### src/hw/rtl/psp_pkg.sv
// psp_pkg: shared types and constants for the PDU signal pack/unpack block
// used by psp_sig_check and pdu_signal_pack_unpack; no dependencies

package psp_pkg;

    // buffer geometry
    localparam int PDU_BYTES = 64;
    localparam int BUF_BITS  = PDU_BYTES * 8;
    localparam int SH_W      = $clog2(BUF_BITS) + 1;

    // field widths fixed by the interface
    localparam int START_W  = 9;
    localparam int SIZE_W   = 7;
    localparam int LEN_W    = 7;
    localparam int VALUE_W  = 64;
    localparam int LAST_W   = 10;

    // reset value of the pdu length register
    localparam logic [LEN_W-1:0] PDU_LEN_RESET = LEN_W'(8);

    // operation codes
    typedef enum logic [1:0] {
        KIND_RX_WRITE = 2'd0,
        KIND_EXTRACT  = 2'd1,
        KIND_INSERT   = 2'd2,
        KIND_TX_READ  = 2'd3
    } kind_t;

    // result status codes
    typedef enum logic [1:0] {
        ST_OK       = 2'd0,
        ST_BAD_SIZE = 2'd1,
        ST_TOO_LONG = 2'd2
    } status_t;

    // signal check result handed to the datapath
    typedef struct packed {
        status_t         status;
        logic [SH_W-1:0] shift;
    } sig_info_t;

endpackage

### src/hw/rtl/psp_sig_check.sv
// psp_sig_check: validates a signal description and computes its buffer shift
// depends on psp_pkg

module psp_sig_check
    import psp_pkg::*;
(
    input  logic [START_W-1:0] sig_start,
    input  logic [SIZE_W-1:0]  sig_size,
    input  logic               big_endian,
    input  logic [LEN_W-1:0]   pdu_length,
    output sig_info_t          info
);

    logic [LAST_W-1:0]  first_pos;
    logic [LAST_W-1:0]  last_pos;
    logic [LAST_W-4:0]  hi_byte;
    logic [LEN_W-1:0]   len_eff;
    logic               size_bad;

    // motorola start bit maps to a msb-first linear position
    assign first_pos = big_endian
        ? LAST_W'({sig_start[START_W-1:3], ~sig_start[2:0]})
        : LAST_W'(sig_start);

    // last linear position touched by the signal
    assign last_pos = first_pos + LAST_W'(sig_size) - LAST_W'(1);
    assign hi_byte  = last_pos[LAST_W-1:3];

    // length saturated to the buffer size
    assign len_eff = (32'(pdu_length) > 32'(PDU_BYTES)) ? LEN_W'(PDU_BYTES) : pdu_length;

    assign size_bad = (sig_size == '0) || (sig_size > SIZE_W'(VALUE_W));

    // status and shift; big endian shifts over the byte-reversed buffer
    always_comb
    begin
        if (size_bad)
        begin
            info.status = ST_BAD_SIZE;
        end
        else if (32'(hi_byte) >= 32'(len_eff))
        begin
            info.status = ST_TOO_LONG;
        end
        else
        begin
            info.status = ST_OK;
        end

        if (big_endian)
        begin
            info.shift = SH_W'(BUF_BITS - 1) - SH_W'(last_pos);
        end
        else
        begin
            info.shift = SH_W'(sig_start);
        end
    end

endmodule

### config.mk
export PLATFORM = sky130hd
export DESIGN_NAME = psp_sig_check
export DESIGN_NICKNAME = d
export VERILOG_FILES = /design/src/hw/rtl/psp_pkg.sv /design/src/hw/rtl/psp_sig_check.sv
export SDC_FILE = /design/constraint.sdc
export NUM_CORES = 1
export LEC_CHECK = 0
export BUFFER_PORTS_ARGS = -buffer_cell sky130_fd_sc_hd__buf_2
export CAP_MARGIN = 10
export CORE_ASPECT_RATIO = 1.4
export CORE_MARGIN = 8
export CORE_UTILIZATION = 50
export DETAILED_ROUTE_END_ITERATION = 16
export GPL_TIMING_DRIVEN = 0
export MAX_ROUTING_LAYER = met4
export PLACE_DENSITY = 0.86
export SYNTH_ARGS = -nofsm -noshare
export SYNTH_HDL_FRONTEND = slang
export SYNTH_SLANG_ARGS = --single-unit
### constraint.sdc
create_clock -name vclk -period 6
set_input_delay 0.9 -clock vclk [all_inputs]
set_output_delay 0.9 -clock vclk [all_outputs]
set_load 0.1 [all_outputs]
## Yosys cells after proc, flatten, opt, wreduce, memory -nomap -nowiden

Index checks and enable logic that the tools add are counted.

- Reduce and logical (&&, ||, !) cells: 2
- Multiplexer cells: 5
- Equal/unequal tests: 0
- Bitwise logic cells: 1
- Add/subtract/negate cells: 3
- Multipliers: 0
- Shifts and indexed selects: 0
- Divide/modulo/power cells: 0
- $lt $le $gt $ge: 3

Operators with widths:

| cell | number |
|---|---|
| 7-bit greater-than comparator (second input constant) | 2 |
| 9-bit by 7-bit adder with 10-bit output | 1 |
| 10-bit 2-to-1 mux | 1 |
| 10-bit by 1-bit subtractor with 10-bit output (second input constant) | 1 |
| 9-bit by 10-bit subtractor with 10-bit output (first input constant) | 1 |
| 7-bit greater-or-equal comparator | 1 |
| 7-bit logical NOT | 1 |
| 7-bit 2-to-1 mux | 1 |
| 2-bit 2-to-1 mux | 2 |
| 3-bit 2-to-1 mux | 1 |
| 3-bit inverter | 1 |
| 1-bit logical OR | 1 |

- Bits in read-only memories: 0
- Memory bits (writable): 0
- Register bits: 0
- Memories kept: 0
- Bits in latches: 0
- Word-level logic and storage cells: 14

## Depth between registers and ports, before layout

Gate-level depths: netlist of the first run.

- Depth in word-level cells: 7
- Mapped depth: 14
- Gate-level depth less buffers: 13

## Worst setup path before layout of the first run

OpenSTA, ideal clock, no wires.

- Path kind: input to output
- From: input big_endian
- To: output info[11] (netlist name)
- Cell stages on the path: 14
- Data arrival time: 4.611 ns
- Path slack: 0.489 ns
- Cell sequence: buf_2 -> buf_1 -> xnor2_1 -> ha_1 -> inv_1 -> ha_1 -> a211o_1 -> a2111o_1 -> o311ai_1 -> ha_1 -> nor2_1 -> o21ai_0 -> o2111ai_1 -> a211oi_2

RTL lines:

| element | RTL line | RTL |
|---|---|---|
| start: declaration | psp_sig_check.sv:9 | `input logic big_endian,` |
| end: declaration | psp_sig_check.sv:11 | `output sig_info_t info` |

==> impl_metrics.json, run 1 <==
{
  "syn_inst": 137,
  "worst_path_max_delay_cell": "buf_2",
  "start_util_pct": 53.1,
  "crit_path_max_fanout": 10,
  "slew_headroom_pct": 67.6,
  "fillers": 182,
  "outcome": "finished clean",
  "finalCritPeriodShare_pct": 87.6,
  "min-delay-start": "sig_start[2]",
  "n_sequential_cell": 0,
  "crit_arrival_ps": 4350,
  "drive_gt1_share_pct": 25.0,
  "setup_viol": 0,
  "max_stage_delay_ps": 450,
  "start_kind": "input port",
  "postCtsSetupBuffers": 0,
  "hold_buffers": 0,
  "core_um2": 1760,
  "drv_cap": 0,
  "grt_pass1_vias": 991,
  "grt_pass1_wl_um": 3740,
  "syn_nets": 184,
  "critPathMostFrequentCell": "ha_1",
  "path_depth": 15,
  "syn_area_um2": 932,
  "ys_types": 34,
  "clkbuf_count": 0,
  "mostFrequentLayoutCells": "buf_2, inv_1, ha_1",
  "crit_chain": "buf_2 > buf_1 > xnor2_1 > ha_1 > inv_1 > ha_1 > a211o_1 > a2111o_1 > o311ai_1 > ha_1 > nor2_1 > o21ai_0 > o2111ai_1 > a211oi_2 > buf_2",
  "crit_path_end": "info[11]",
  "cp-startpoint": "big_endian",
  "drtAntennaViolNets": 0,
  "dieArea_um2": 3520,
  "grt_usage_pct": 12.9,
  "yosysWarnings": 0,
  "post_cts_resized": 0,
  "die_h_um": 67.1,
  "yosysSeqAreaShare_pct": 0,
  "fin_setup_tns_ps": 0,
  "dr.pass1.iters": 4,
  "path_class": "in -> out",
  "hp-class": "in -> out",
  "cp_num_buf_inv": 4,
  "dp_hpwl_um": 2040,
  "crit_family": "compound AO/OA/AOI/OAI gates",
  "hold_violations": 0,
  "power_density_nw_per_um2": 220,
  "overflow": 0,
  "fmax_mhz": 190,
  "grt_antenna_before_repair": 0,
  "syn_to_final_growth_pct": 21.5,
  "numPortBuffers": 35,
  "routed_wl_um": 2280,
  "drt_iter0_drc": 16,
  "post-route-min-period_ps": 5250,
  "ff_latch_area_um2": 0,
  "vias": 1047,
  "routedWlPerCell_um": 11.8,
  "die_width_um": 52.5,
  "rsz0062_at_grt": "false",
  "layout.nets": 221,
  "tightest_slew_ps": 489,
  "route.detailed.drc": 0,
  "num_io_pins": 36,
  "row_count": 18,
  "cp.required_ps": 5100,
  "leakage_nw": 0.621,
  "critical_path.endpoint_type": "output pin",
  "fin_area_um2": 1130,
  "syn_area_per_cell_um2": 6.80,
  "final_common_cell": "buf_2",
  "grt_max_degree": 11,
  "viasPerCell": 5.45,
  "hold_ws_ps": 2300,
  "maxSlewViolCount": 0,
  "ir_worst_vdd_mv": 0.114,
  "antennaDiodeCount": 0,
  "place_area_um2": 1130,
  "finalWeightedCongestion": 0.853
}
-- worst min-delay path by stage --
stage / cells after the start / slack (ps) / endpoint
floorplan: 3 / 2190 / info[10]
global placement: 4 / 2300 / info[3]
detailed placement: 4 / 2310 / info[2]
CTS: 4 / 2310 / info[2]
global route: 4 / 2330 / info[2]
finish: 4 / 2300 / info[2]
-- synth_stat cells (all sizes together), types with 2 or more instances --
| cell | n | share of area (%) |
|---|---|---|
| nand2 | 10 | 4.0 |
| a21o | 2 | 1.6 |
| xnor2 | 7 | 6.6 |
| nor3b | 2 | 1.6 |
| a211oi | 5 | 4.6 |
| nand4 | 2 | 1.3 |
| ha | 22 | 30 |
| nor2 | 10 | 4.0 |
| o21a | 2 | 1.6 |
| nor2b | 3 | 2.0 |
| a21oi | 12 | 6.4 |
| inv | 30 | 12 |
| o21ai | 6 | 3.2 |
| buf | 4 | 2.3 |
| o211ai | 4 | 3.2 |
-- area by class of cell --
class	instances	area, um2	share of cell area (%)
buffer	5	26.3	2.32
tap	20	25.0	2.21
timing repair buffer	35	175	15.5
multi-input combinational	102	793	70.1
inverter	30	113	9.94
-- routing by layer --
layer	vias up	share of wire (%)	track usage [%]
met2	21	55	24.6
li1	543	-	-
met4	0	0	2.27
met1	483	42	14.3
met5	-	0	-
met3	0	2.8	0.223
-- where the power goes --
group	internal, mW	total, mW	switching, mW
Clock	0	0	0
Sequential	0	0	0
Combinational	0.0700	0.249	0.179
Total	0.0700	0.249	0.179
-- through the flow --
| stage | utilization, % | power, mW | worst slack (ps) | cells |
|---|---|---|---|---|
| 6_report | 64.5 | 0.249 | 746 | 192 |
| 3_3_place_gp | 64.5 | 0.242 | 813 | 192 |
| 4_1_cts | 64.5 | 0.250 | 733 | 192 |
| 3_5_place_dp | 64.5 | 0.249 | 746 | 192 |
| 5_1_grt | 64.5 | 0.269 | 532 | 192 |
| 2_1_floorplan | - | 0.205 | 489 | 137 |
-- cell families (layout without fill, tap and decap cells) --
kind of cell               Yosys count  count (layout)  share of synthesized area [%]
AOI/OAI and AO/OA                   38              38                           27.5
buffers and inverters               35              70                           14.9
and+or+nand+nor                     32              32                           17.2
adders and majority gates           23              23                           31.7
xor gates and xnor gates             8               8                           7.52
muxes                                1               1                           1.21
No activity file was read; power rests on OpenSTA's default activity.
==> run 2, diff against run 1 <==
- CORE_ASPECT_RATIO: 1.4 -> not set
- CORE_UTILIZATION: 50 -> 55
- PLACE_DENSITY: 0.86 -> 0.93
==> run 2 against run 1 <==
Against the previous run:
- combinational power up 2%
- non-clock buffer count unchanged
- maximum frequency down 2.1%
- critical path depth unchanged
- wire length up 8.5%
- total power up 1.7%
- highest routed layer is now met4
- largest power group unchanged
- worst hold slack worse by 1.9 ps
- design area down 0.33%
==> impl_metrics.json, run 2 (same netlist as run 1, synthesis figures left out) <==
{
  "outcome": "finished clean",
  "dieArea_um2": 3270,
  "tightest_slew_ps": 488,
  "route.detailed.drc": 0,
  "power_density_nw_per_um2": 225,
  "crit_path_max_fanout": 10,
  "fmax_mhz": 186,
  "dr.pass1.iters": 4,
  "crit_arrival_ps": 4470,
  "post-route-min-period_ps": 5370,
  "overflow": 0,
  "antennaDiodeCount": 0,
  "drv_cap": 0,
  "die_width_um": 57.2,
  "fillers": 152,
  "num_io_pins": 36,
  "min_delay_path_depth": 4,
  "postCtsSetupBuffers": 0,
  "finalCritPeriodShare_pct": 89.5,
  "drtAntennaViolNets": 0,
  "core_um2": 1650,
  "grt_pass1_vias": 1143,
  "path_class": "in -> out",
  "slew_headroom_pct": 67.7,
  "hold_buffers": 0,
  "numPortBuffers": 35,
  "drt_iter0_drc": 21,
  "setup_viol": 0,
  "die_h_um": 57.2,
  "maxSlewViolCount": 0,
  "viasPerCell": 5.71,
  "grt_usage_pct": 15.2,
  "power.total_mw": 0.254,
  "start_kind": "input port",
  "row_count": 15,
  "fin_setup_tns_ps": 0,
  "post_cts_resized": 0,
  "cp.required_ps": 5100,
  "layout.nets": 221,
  "grt_max_degree": 11,
  "mostFrequentLayoutCells": "buf_2, inv_1, ha_1",
  "routed_wl_um": 2470,
  "leakage_nw": 0.621,
  "grt_pass1_wl_um": 4400,
  "finalWeightedCongestion": 0.905,
  "hold_violations": 0,
  "n_sequential_cell": 0,
  "clkbuf_count": 0,
  "syn_to_final_growth_pct": 21.1,
  "critical_path.endpoint_type": "output pin",
  "routedWlPerCell_um": 13.1,
  "hp-class": "in -> out",
  "ff_latch_area_um2": 0,
  "rsz0062_at_grt": "false",
  "vias": 1080,
  "drive_gt1_share_pct": 25.0,
  "start_util_pct": 56.4,
  "ir_worst_vdd_mv": 0.140,
  "dp_hpwl_um": 2180,
  "grt_antenna_before_repair": 0,
  "final_common_cell": "buf_2"
}
==> run 2: layer usage <==
layer	GRT usage [%]	vias up	routed length (um)
met2	27.8	35	1220
met1	16.7	498	1080
met3	2.00	5	127
met5	-	-	0
met4	4.36	0	42
li1	-	542	-
==> run 2: final cells by class <==
type               instances  area [um2]  share of cell area [%]
multi-input cells        102         793                    70.3
repair buffers            35         175                    15.5
plain buffers              5        26.3                    2.33
well taps                 17        21.3                    1.88
inverters                 30         113                    9.98
==> run 2: per-stage QoR <==
stage	util, %	area [um2]	setup slack (ps)	instances	hold WS, ps
after detailed placement	68.3	1130	671	189	2310
after CTS	68.3	1130	644	189	2310
after global placement	68.3	1130	792	189	2300
after floorplan	-	932	489	137	2190
final	68.3	1130	632	189	2300
after global routing	68.3	1130	385	189	2310
==> run 2: path summary, 6_finish.rpt <==
path	start	to	slack, ps
hold / removal	sig_start[2]	info[2]	2300
setup / recovery	big_endian	info[11]	630
==> run 2: worst max-delay path, cell delays in order <==
cell and delay [ps]:
buf_2 220, buf_1 410, xnor2_1 150, ha_1 300, inv_1 70, ha_1 330
a211o_1 350, a2111o_1 380, o311ai_1 140, ha_1 260, nor2_1 50, o21ai_0 90
o2111ai_1 160, a211oi_2 200, buf_2 450
==> run 2: report_power, final <==
part | total [mW] | internal [mW] | switching, mW
logic | 0.254 | 0.0705 | 0.183
clock network | 0 | 0 | 0
registers | 0 | 0 | 0
